### config.mk
export PLATFORM = sky130hd
export DESIGN_NAME = sorted_priority_queue
export DESIGN_NICKNAME = d
export VERILOG_FILES = /design/src/hdl/spq_pkg.sv /design/src/hdl/sorted_priority_queue.sv /design/src/hdl/spq_ctrl.sv /design/src/hdl/spq_datapath.sv
export SDC_FILE = /design/constraint.sdc
export NUM_CORES = 1
export LEC_CHECK = 0
export BUFFER_PORTS_ARGS = -buffer_cell sky130_fd_sc_hd__buf_2
export CAP_MARGIN = 20
export CELL_PAD_IN_SITES_DETAIL_PLACEMENT = 1
export CELL_PAD_IN_SITES_GLOBAL_PLACEMENT = 2
export CORE_MARGIN = 10
export CORE_UTILIZATION = 30
export CTS_CLUSTER_SIZE = 24
export DETAILED_ROUTE_END_ITERATION = 10
export HOLD_SLACK_MARGIN = 0.02
export PLACE_DENSITY_LB_ADDON = 0.1
export SLEW_MARGIN = 20
export SYNTH_ARGS = -nofsm -noshare
export SYNTH_HDL_FRONTEND = slang
export SYNTH_SLANG_ARGS = --single-unit
### constraint.sdc
create_clock -name clk -period 6.1 [get_ports clk]
set_clock_uncertainty 0.1 [all_clocks]
set_input_delay 0.61 -clock clk [delete_from_list [all_inputs] [get_ports clk]]
set_output_delay 0.61 -clock clk [all_outputs]
set_load 0.02 [all_outputs]
### src/hdl/spq_pkg.sv
// ----------------------------------------------------------------------------
// Sorted priority queue package
// Types, codes and constants shared by the queue's modules.
// ----------------------------------------------------------------------------
package spq_pkg;

    localparam int DEPTH_DEFAULT = 8;
    localparam int DATA_W        = 32;
    localparam int COUNT_W       = 4;
    localparam int MAX_OUT       = 8;
    localparam int IDX_W         = $clog2(MAX_OUT);
    localparam int DUMP_N_W      = $clog2(MAX_OUT + 1);

    localparam logic [1:0] MODE_INSERT = 2'd0;
    localparam logic [1:0] MODE_DELETE = 2'd1;
    localparam logic [1:0] MODE_DUMP   = 2'd2;
    localparam logic [1:0] MODE_UNUSED = 2'd3;

    localparam logic [1:0] STATUS_OK       = 2'd0;
    localparam logic [1:0] STATUS_FULL     = 2'd1;
    localparam logic [1:0] STATUS_EMPTY    = 2'd2;
    localparam logic [1:0] STATUS_NOTFOUND = 2'd3;

    typedef struct packed {
        logic [1:0]               mode;
        logic signed [DATA_W-1:0] value;
    } req_t;

    typedef struct packed {
        logic [1:0]               status;
        logic signed [DATA_W-1:0] data;
        logic                     last;
        logic [COUNT_W-1:0]       count;
    } rsp_t;

    typedef enum logic [1:0] {
        ST_IDLE,
        ST_EXEC,
        ST_DUMP
    } state_t;

    typedef struct packed {
        logic             load;
        logic             exec;
        logic             dump;
        logic [IDX_W-1:0] idx;
    } cmd_t;

    typedef struct packed {
        logic [1:0] mode;
        logic       empty;
        logic       dump_last;
    } dp_status_t;

endpackage

### src/hdl/sorted_priority_queue.sv
// ----------------------------------------------------------------------------
// Sorted priority queue
// Keeps signed values in ascending order with insert, delete and dump.
// ----------------------------------------------------------------------------
//  Channel   Ports              Handshake
//  request   start, req         taken when start is high and busy is low
//  result    strobe, rsp        valid for one cycle while strobe is high
//
// An insert or delete holds busy in the execute state, and its result
// appears on the following cycle, when a new request can already be
// taken. A dump stays busy through the execute state and the entries it
// shows, at most eight, one at a time through the single read port.
// Reset clears the occupancy; the stored entries stay undefined until written.
// The receiver cannot stall the result port.
// ----------------------------------------------------------------------------
module sorted_priority_queue #(
    parameter int DEPTH = spq_pkg::DEPTH_DEFAULT
) (
    input  logic          clk,
    input  logic          rst_n,
    input  logic          start,
    output logic          busy,
    input  spq_pkg::req_t req,
    output logic          strobe,
    output spq_pkg::rsp_t rsp
);

    spq_pkg::cmd_t       cmd;
    spq_pkg::dp_status_t status;

    spq_ctrl u_ctrl (
        .clk        (clk),
        .rst_n      (rst_n),
        .start      (start),
        .start_mode (req.mode),
        .status     (status),
        .busy       (busy),
        .cmd        (cmd)
    );

    spq_datapath #(
        .DEPTH (DEPTH)
    ) u_datapath (
        .clk    (clk),
        .rst_n  (rst_n),
        .req    (req),
        .cmd    (cmd),
        .status (status),
        .strobe (strobe),
        .rsp    (rsp)
    );

endmodule

### src/hdl/spq_ctrl.sv
// ----------------------------------------------------------------------------
// Sorted priority queue controller
// Sequences request capture, execution and the entry-by-entry dump.
// ----------------------------------------------------------------------------
module spq_ctrl (
    input  logic                clk,
    input  logic                rst_n,
    input  logic                start,
    input  logic [1:0]          start_mode,
    input  spq_pkg::dp_status_t status,
    output logic                busy,
    output spq_pkg::cmd_t       cmd
);

    spq_pkg::state_t                 state_reg;
    spq_pkg::state_t                 state_next;
    logic [spq_pkg::IDX_W-1:0]       idx_reg;
    logic [spq_pkg::IDX_W-1:0]       idx_next;

    always_ff @(posedge clk or negedge rst_n)
    begin
        if (!rst_n)
        begin
            state_reg <= spq_pkg::ST_IDLE;
            idx_reg   <= '0;
        end
        else
        begin
            state_reg <= state_next;
            idx_reg   <= idx_next;
        end
    end

    always_comb
    begin
        state_next = state_reg;
        idx_next   = idx_reg;
        case (state_reg)
            spq_pkg::ST_IDLE:
            begin
                if (start && (start_mode != spq_pkg::MODE_UNUSED))
                begin
                    state_next = spq_pkg::ST_EXEC;
                end
            end
            spq_pkg::ST_EXEC:
            begin
                if ((status.mode == spq_pkg::MODE_DUMP) && !status.empty)
                begin
                    state_next = spq_pkg::ST_DUMP;
                    idx_next   = '0;
                end
                else
                begin
                    state_next = spq_pkg::ST_IDLE;
                end
            end
            spq_pkg::ST_DUMP:
            begin
                if (status.dump_last)
                begin
                    state_next = spq_pkg::ST_IDLE;
                end
                else
                begin
                    idx_next = idx_reg + spq_pkg::IDX_W'(1);
                end
            end
            default:
            begin
                state_next = spq_pkg::ST_IDLE;
            end
        endcase
    end

    always_comb
    begin
        busy     = (state_reg != spq_pkg::ST_IDLE);
        cmd.load = (state_reg == spq_pkg::ST_IDLE) && start;
        cmd.exec = (state_reg == spq_pkg::ST_EXEC);
        cmd.dump = (state_reg == spq_pkg::ST_DUMP);
        cmd.idx  = idx_reg;
    end

endmodule

### src/hdl/spq_datapath.sv
// ----------------------------------------------------------------------------
// Sorted priority queue datapath
// Chain of compare-and-shift cells, occupancy and the result register.
// ----------------------------------------------------------------------------
module spq_datapath #(
    parameter int DEPTH = spq_pkg::DEPTH_DEFAULT
) (
    input  logic                clk,
    input  logic                rst_n,
    input  spq_pkg::req_t       req,
    input  spq_pkg::cmd_t       cmd,
    output spq_pkg::dp_status_t status,
    output logic                strobe,
    output spq_pkg::rsp_t       rsp
);

    localparam int OCC_W = $clog2(DEPTH + 1);

    spq_pkg::req_t                      req_reg;
    logic [OCC_W-1:0]                   occ_reg;
    logic [OCC_W-1:0]                   occ_next;
    logic signed [spq_pkg::DATA_W-1:0]  cell_reg  [DEPTH];
    logic signed [spq_pkg::DATA_W-1:0]  cell_next [DEPTH];
    logic signed [spq_pkg::DATA_W-1:0]  ins_cell  [DEPTH];
    logic signed [spq_pkg::DATA_W-1:0]  del_cell  [DEPTH];
    logic signed [spq_pkg::DATA_W-1:0]  view      [spq_pkg::MAX_OUT];
    logic                               strobe_reg;
    logic                               strobe_next;
    spq_pkg::rsp_t                      rsp_reg;
    spq_pkg::rsp_t                      rsp_next;

    logic signed [spq_pkg::DATA_W-1:0]  value_s;
    logic [DEPTH-1:0]                   in_use;
    logic [DEPTH-1:0]                   gt;
    logic [DEPTH-1:0]                   eq;
    logic [DEPTH-1:0]                   ge;
    logic                               found;
    logic                               full;
    logic                               empty;
    logic [spq_pkg::DUMP_N_W-1:0]       dump_n;
    logic                               dump_last;
    logic                               do_insert;
    logic                               do_delete;

    assign value_s = $signed(req_reg.value);

    // Each cell compares its own entry with the request value. Because the
    // entries are sorted, the insert and delete positions follow directly.
    for (genvar i = 0; i < DEPTH; i++)
    begin : g_cell
        assign in_use[i] = (occ_reg > OCC_W'(i));
        assign gt[i]     = !in_use[i] || (value_s < cell_reg[i]);
        assign eq[i]     = in_use[i] && (cell_reg[i] == value_s);
        assign ge[i]     = !in_use[i] || (cell_reg[i] >= value_s);
        if (i == 0)
        begin : g_first
            assign ins_cell[i] = gt[i] ? value_s : cell_reg[i];
        end
        else
        begin : g_rest
            assign ins_cell[i] = !gt[i] ? cell_reg[i] :
                                 (!gt[i-1] ? value_s : cell_reg[i-1]);
        end
        if (i == DEPTH - 1)
        begin : g_top
            assign del_cell[i] = cell_reg[i];
        end
        else
        begin : g_below
            assign del_cell[i] = (found && ge[i]) ? cell_reg[i+1] : cell_reg[i];
        end
    end

    for (genvar k = 0; k < spq_pkg::MAX_OUT; k++)
    begin : g_view
        if (k < DEPTH)
        begin : g_live
            assign view[k] = cell_reg[k];
        end
        else
        begin : g_none
            assign view[k] = '0;
        end
    end

    assign found = |eq;
    assign full  = (occ_reg == OCC_W'(DEPTH));
    assign empty = (occ_reg == '0);

    always_comb
    begin
        if (32'(occ_reg) > spq_pkg::MAX_OUT)
        begin
            dump_n = spq_pkg::DUMP_N_W'(spq_pkg::MAX_OUT);
        end
        else
        begin
            dump_n = spq_pkg::DUMP_N_W'(occ_reg);
        end
        dump_last = ((spq_pkg::DUMP_N_W'(cmd.idx) + spq_pkg::DUMP_N_W'(1)) == dump_n);
    end

    always_comb
    begin
        occ_next        = occ_reg;
        strobe_next     = 1'b0;
        do_insert       = 1'b0;
        do_delete       = 1'b0;
        rsp_next.status = spq_pkg::STATUS_OK;
        rsp_next.data   = '0;
        rsp_next.last   = 1'b1;
        if (cmd.exec)
        begin
            case (req_reg.mode)
                spq_pkg::MODE_INSERT:
                begin
                    strobe_next = 1'b1;
                    if (full)
                    begin
                        rsp_next.status = spq_pkg::STATUS_FULL;
                    end
                    else
                    begin
                        do_insert = 1'b1;
                        occ_next  = occ_reg + OCC_W'(1);
                    end
                end
                spq_pkg::MODE_DELETE:
                begin
                    strobe_next = 1'b1;
                    if (empty)
                    begin
                        rsp_next.status = spq_pkg::STATUS_EMPTY;
                    end
                    else if (found)
                    begin
                        do_delete = 1'b1;
                        occ_next  = occ_reg - OCC_W'(1);
                    end
                    else
                    begin
                        rsp_next.status = spq_pkg::STATUS_NOTFOUND;
                    end
                end
                spq_pkg::MODE_DUMP:
                begin
                    if (empty)
                    begin
                        strobe_next     = 1'b1;
                        rsp_next.status = spq_pkg::STATUS_EMPTY;
                    end
                end
                default:
                begin
                end
            endcase
        end
        else if (cmd.dump)
        begin
            strobe_next   = 1'b1;
            rsp_next.data = view[cmd.idx];
            rsp_next.last = dump_last;
        end
        rsp_next.count = spq_pkg::COUNT_W'(occ_next);
    end

    always_comb
    begin
        for (int i = 0; i < DEPTH; i++)
        begin
            if (do_insert)
            begin
                cell_next[i] = ins_cell[i];
            end
            else if (do_delete)
            begin
                cell_next[i] = del_cell[i];
            end
            else
            begin
                cell_next[i] = cell_reg[i];
            end
        end
    end

    always_ff @(posedge clk)
    begin
        cell_reg <= cell_next;
        rsp_reg  <= rsp_next;
        if (cmd.load)
        begin
            req_reg <= req;
        end
    end

    always_ff @(posedge clk or negedge rst_n)
    begin
        if (!rst_n)
        begin
            occ_reg    <= '0;
            strobe_reg <= 1'b0;
        end
        else
        begin
            occ_reg    <= occ_next;
            strobe_reg <= strobe_next;
        end
    end

    assign status.mode      = req_reg.mode;
    assign status.empty     = empty;
    assign status.dump_last = dump_last;
    assign strobe           = strobe_reg;
    assign rsp              = rsp_reg;

endmodule

---- Word level (Yosys, flattened, before mapping) ----
Cells that the tools add are included.
storage, ports and cells
  flip-flop bits (word level) ............. 339
  input port bits ......................... 37
cells by class
  add/sub/neg operators ................... 4
  order comparisons ....................... 25
  equal/unequal tests ..................... 26
  multiplexer cells ....................... 67
  bitwise logic cells ..................... 2
  reduce and logical (&&, ||, !) cells .... 68
operators by type and width
  kind                                                                      count
  32-bit 2-to-1 mux                                                         37
  32-bit equality test                                                      8
  32-bit less-than comparator                                               8
  32-bit >= comparator                                                      7
  32-bit binary-select mux with 3-bit select                                1
  3-bit AND reduction                                                       8
  4-bit 2-to-1 mux                                                          5
  2-bit by 1-bit inequality test with 1-bit output (second input constant)  10
  2-bit nonzero test                                                        10
  1-bit logical AND                                                         18
  4-bit by 3-bit > comparator with 1-bit output (second input constant)     4
  1-bit logical OR                                                          15
  2-bit 2-to-1 mux                                                          6
  2-bit case mux with 3 select lines                                        2
  1-bit 2-to-1 mux                                                          11
  1-bit zero test                                                           9
  4-bit by 1-bit > comparator with 1-bit output (second input constant)     2
  4-bit by 2-bit > comparator with 1-bit output (second input constant)     2
  4-bit case mux with 2 select lines                                        1
  8-bit OR reduction                                                        1
  3-bit 2-to-1 mux                                                          2
  3-bit case mux with 2 select lines                                        1
  3-bit by 1-bit adder with 4-bit output (second input constant)            1
  4-bit by 1-bit adder with 4-bit output (second input constant)            1
  16 further kinds                                                          22

---- Logic depth before layout (Yosys ltp) ----
  depth after elaboration ................. 9
  mapped depth ............................ 13
  gate-level depth less buffers ........... 10

---- Modules after synthesis ----
Synthesis repeated with hierarchy kept, for this count alone.
unflattened totals
  cell total of the unflattened synthesis .. 2150
  area, all modules ....................... 23412.5 sq um
modules (own cells, without submodules)
  module        times used  cells each  area each (sq um)  seq. area each (sq um)
  spq_datapath  1           2115        23013.3            9614.2
  spq_ctrl      1           35          399.1              125.1

---- Least setup slack after synthesis ----
OpenSTA, ideal clock, no wires.
  path kind ............................... register to register
  start ................................... register u_datapath.req_reg, in the netlist u_datapath.value_s[0]
  end ..................................... register u_datapath.cell_reg[224] in the netlist's numbering, enable pin
  library setup time ...................... 0.432 ns
  arrival ................................. 3.963 ns
  slack ................................... 1.605 ns
  cell stages (with the launch flop) ...... 12
  buffers on the path ..................... 1
  cells stage by stage .................... edfxtp_1 > clkbuf_1 > inv_1 > ha_1 > nand4_1 > nor4_1 > nand4_1 > o221ai_1 > a2111oi_4 > nor2_1 > a31oi_2 > a21oi_1
between the ends
  word-level cells in the longest chain between the ends .. 9
  elaborated cells between the ends (all ways) .. 30
  those cells by class .................... 2 x order compare; 9 x eq/ne; 4 x mux; 15 x reduce/logical
RTL lines
  element                                 line                 RTL
  start, declared                         spq_datapath.sv:19   spq_pkg::req_t req_reg;
  start signal, assigned                  spq_datapath.sv:192  req_reg <= req;
  32-bit equality test                    spq_datapath.sv:53   assign eq[i] = in_use[i] && (cell_reg[i] == value_s);
  1-bit logical AND                       spq_datapath.sv:53
  8-bit OR reduction                      spq_datapath.sv:86   assign found = |eq;
  1-bit 2-to-1 mux                        spq_datapath.sv:135  else if (found)
  1-bit 2-to-1 mux                        spq_datapath.sv:131  if (empty)
  1-bit 2-to-1 mux                        spq_datapath.sv:114  case (req_reg.mode)
  1-bit 2-to-1 mux                        spq_datapath.sv:112  if (cmd.exec)
  2-bit nonzero test (no source line)     -
  3-bit AND reduction (no source line) *  -
  end signal, assigned                    spq_datapath.sv:188  cell_reg <= cell_next;
  end, declared                           spq_datapath.sv:22   logic signed [spq_pkg::DATA_W-1:0] cell_reg [DEPTH];
Mark *: on every way between the ends. The rest lies on a longest branch, timed or not.
A chain may end at the register's enable or synchronous reset.

==> results.json <==
{
  "status": "complete, no violations",
  "initial_core_util": 0.301,
  "slew_viol_final": 0,
  "synth_common_cells": "edfxtp_1 (290), inv_1 (266), ha_1 (261)",
  "clkSinkCount": 339,
  "netlist_area_um2": 24600,
  "maxSlewHeadroom": 0.246,
  "dp_hpwl_mm": 71.8,
  "async_flop_share": 0.0295,
  "clk_latency_ns": 0.60,
  "multiInputGateArea_um2": 13200,
  "p_switching_mw": 4.37,
  "maxCapViolations": 0,
  "crit_start": "u_datapath.value_s[15]",
  "setup_viol": 0,
  "drc_errors": 0,
  "switching_share": 0.414,
  "final-seq-area_um2": 9750,
  "ys_types": 83,
  "cp-endpoint": "u_datapath.cell_reg[181]",
  "fill_cells": 9123,
  "setup_slack_ns": 0.852,
  "final_util": 0.340,
  "path_max_fanout": 18,
  "wl_per_cell_um": 29.1,
  "min_path_cells": 1,
  "synth_area_leader_cell": "edfxtp_1",
  "avgViaCountPerCell": 5.63,
  "synth_fp_nets": 2707,
  "place.gp.congestion": 0.854,
  "port-buffer-count": 77,
  "rsz0062_at_grt": "no",
  "hold_slack_ns": 0.0955,
  "ys.flop_type": "edfxtp_1",
  "max_freq_mhz": 191,
  "ff2ff_setup_slack_ns": 0.85,
  "vias": 20000,
  "drt-initial-drc-count": 1155,
  "period_share": 0.860,
  "clkTransAtPathRegs_ns": 0.06,
  "fp.dieW_um": 307,
  "synth_edf_count": 290,
  "cp.arrival_ns": 5.45,
  "reg2reg_from": "u_datapath.value_s[15]",
  "syn_inst": 2409,
  "layout.nets": 2749,
  "die_h_um": 307,
  "die-area_um2": 94000,
  "pwr-share-seq": 0.317,
  "ys_seq_elements": 339,
  "yosysTopAreaCellShare": 0.354,
  "antenna_found_initial": 0,
  "largest_reg_flops": 256,
  "drive_gt1_frac": 0.145,
  "power_density_nw_per_um2": 379,
  "vdd_drop_max_mv": 0.263,
  "hold_class": "in -> reg",
  "ios": 78,
  "worstSetupStartpointType": "flip-flop",
  "tightest_slew_ns": 1.13,
  "post_cts_resized": 0,
  "synth.area.top_cells": "edfxtp_1 (35%), ha_1 (13%), mux2i_1 (6.6%), mux4_2 (5.9%), a21oi_1 (5.0%)",
  "synth-seq-area-share": 0.395,
  "period_needed_ns": 5.25,
  "wl_mm": 104,
  "cts_buffer_depth": 3,
  "path_class": "reg -> reg",
  "n_antenna_cell": 0,
  "dp_slack_ns": 0.936,
  "grt_max_degree": 204,
  "h-tree-depth": 2,
  "synth_warnings": 0,
  "syn_to_final_growth_pct": 12.9,
  "syn_area_per_cell_um2": 10.2,
  "core_um2": 81700,
  "grt_pass1_vias": 21200,
  "grt_usage": 0.215,
  "ant_nets": 0,
  "p_int_mw": 6.19,
  "grt_pass1_wl_mm": 151,
  "setup.worst_path.end_class": "flip-flop",
  "crit_required_ns": 6.30,
  "reg2reg_to": "u_datapath.cell_reg[181]",
  "root_buffer": "clkbuf_16",
  "p_comb_frac": 0.420,
  "numCtsBuffers": 46,
  "power_mw": 10.6,
  "clock_power_share": 0.264,
  "hold_viol": 0,
  "synth.most_common_cell": "edfxtp_1",
  "cts_tree": "built",
  "static-leakage-power_nw": 11.1,
  "final.setup.tns_ns": 0,
  "grt-ovfl-total": 0,
  "row_count": 105,
  "first_pass_iters": 5,
  "rr_worst_depth": 10
}
-- worst min-delay path by stage --
stage	start	end	slack [ns]
2_1_floorplan	rst_n	u_ctrl.idx_reg[0]	0.21
3_3_place_gp	rst_n	u_ctrl.idx_reg[1]	0.38
3_5_place_dp	rst_n	u_ctrl.idx_reg[1]	0.39
4_1_cts	req[30]	u_datapath.value_s[30]	0.05
5_1_grt	req[30]	u_datapath.value_s[30]	0.07
6_report	req[8]	u_datapath.value_s[8]	0.1
-- final cells by class --
cell class | instances | area share
Multi-Input combinational cell | 1644 | 0.475
Sequential cell | 339 | 0.351
Clock buffer | 69 | 0.0485
Tap cell | 1070 | 0.0481
Inverter | 268 | 0.0362
Timing Repair Buffer | 152 | 0.0358
Clock inverter | 16 | 0.00571
-- critical path, stage by stage (launching register included) --
cell and delay (ns):
edfxtp_1 0.60, ha_1 0.40, a21oi_1 0.13, o21ai_0 0.23, a221oi_1 0.74, o21ai_0 0.34, a2111oi_0 1.02, a21o_2 0.48
buf_4 0.52, mux2i_1 0.28, a21oi_1 0.09
-- through the flow --
| step | std cells | cell area, um^2 |
|---|---|---|
| 2_1_floorplan | 2409 | 24600 |
| 3_3_place_gp | 3471 | 26300 |
| 3_5_place_dp | 3472 | 26300 |
| 4_1_cts | 3558 | 27800 |
| 5_1_grt | 3558 | 27800 |
| 6_report | 3558 | 27800 |
-- cell families after synthesis --
family / after synthesis / synth area share
compound gates: 582 / 0.161
simple gates: 571 / 0.111
buf+inv: 426 / 0.0747
flops: 339 / 0.395
fa+ha+maj: 261 / 0.133
mux: 226 / 0.124
xor+xnor: 4 / 0.00142
-- power by group through the flow --
stage / Sequential (mW) / Combinational (mW) / Clock, mW
3_5_place_dp: 3.39 / 4.45 / 0
5_1_grt: 3.38 / 4.78 / 2.95
2_1_floorplan: 3.23 / 2.88 / 0
6_report: 3.34 / 4.43 / 2.78
4_1_cts: 3.35 / 4.47 / 2.87
3_3_place_gp: 3.38 / 4.38 / 0
-- what timing repair did --
| action | CTS | global route |
|---|---|---|
| buffers inserted | 0 | 0 |
| hold buffers | 1 | 0 |
| endpoints found under the hold margin | 10 | 0 |
-- placed cells by master (no fill, tap or decap), drive strengths merged, types with 41 or more instances in the layout --
master | synthesis | routed
edfxtp | 290 | 290
a21oi | 275 | 275
inv | 268 | 269
ha | 261 | 261
nor2 | 198 | 198
mux2i | 162 | 162
buf | 77 | 151
nand2 | 148 | 148
o21ai | 88 | 88
clkbuf | 81 | 69
a221o | 64 | 64
mux4 | 64 | 64
nand4 | 55 | 55
nor3 | 46 | 46
nor4 | 41 | 41
-- metal layers --
metal | part of all wire | vias to the layer above | global-route usage | wire, um
met5 | 0 | - | 0 | 0
met3 | 0.042 | 108 | 0.0251 | 4310
met2 | 0.48 | 460 | 0.368 | 49800
met1 | 0.45 | 10400 | 0.286 | 47100
li1 | - | 9074 | - | -
met4 | 0.024 | 0 | 0.0542 | 2470
No activity file was read; power rests on OpenSTA's default activity.
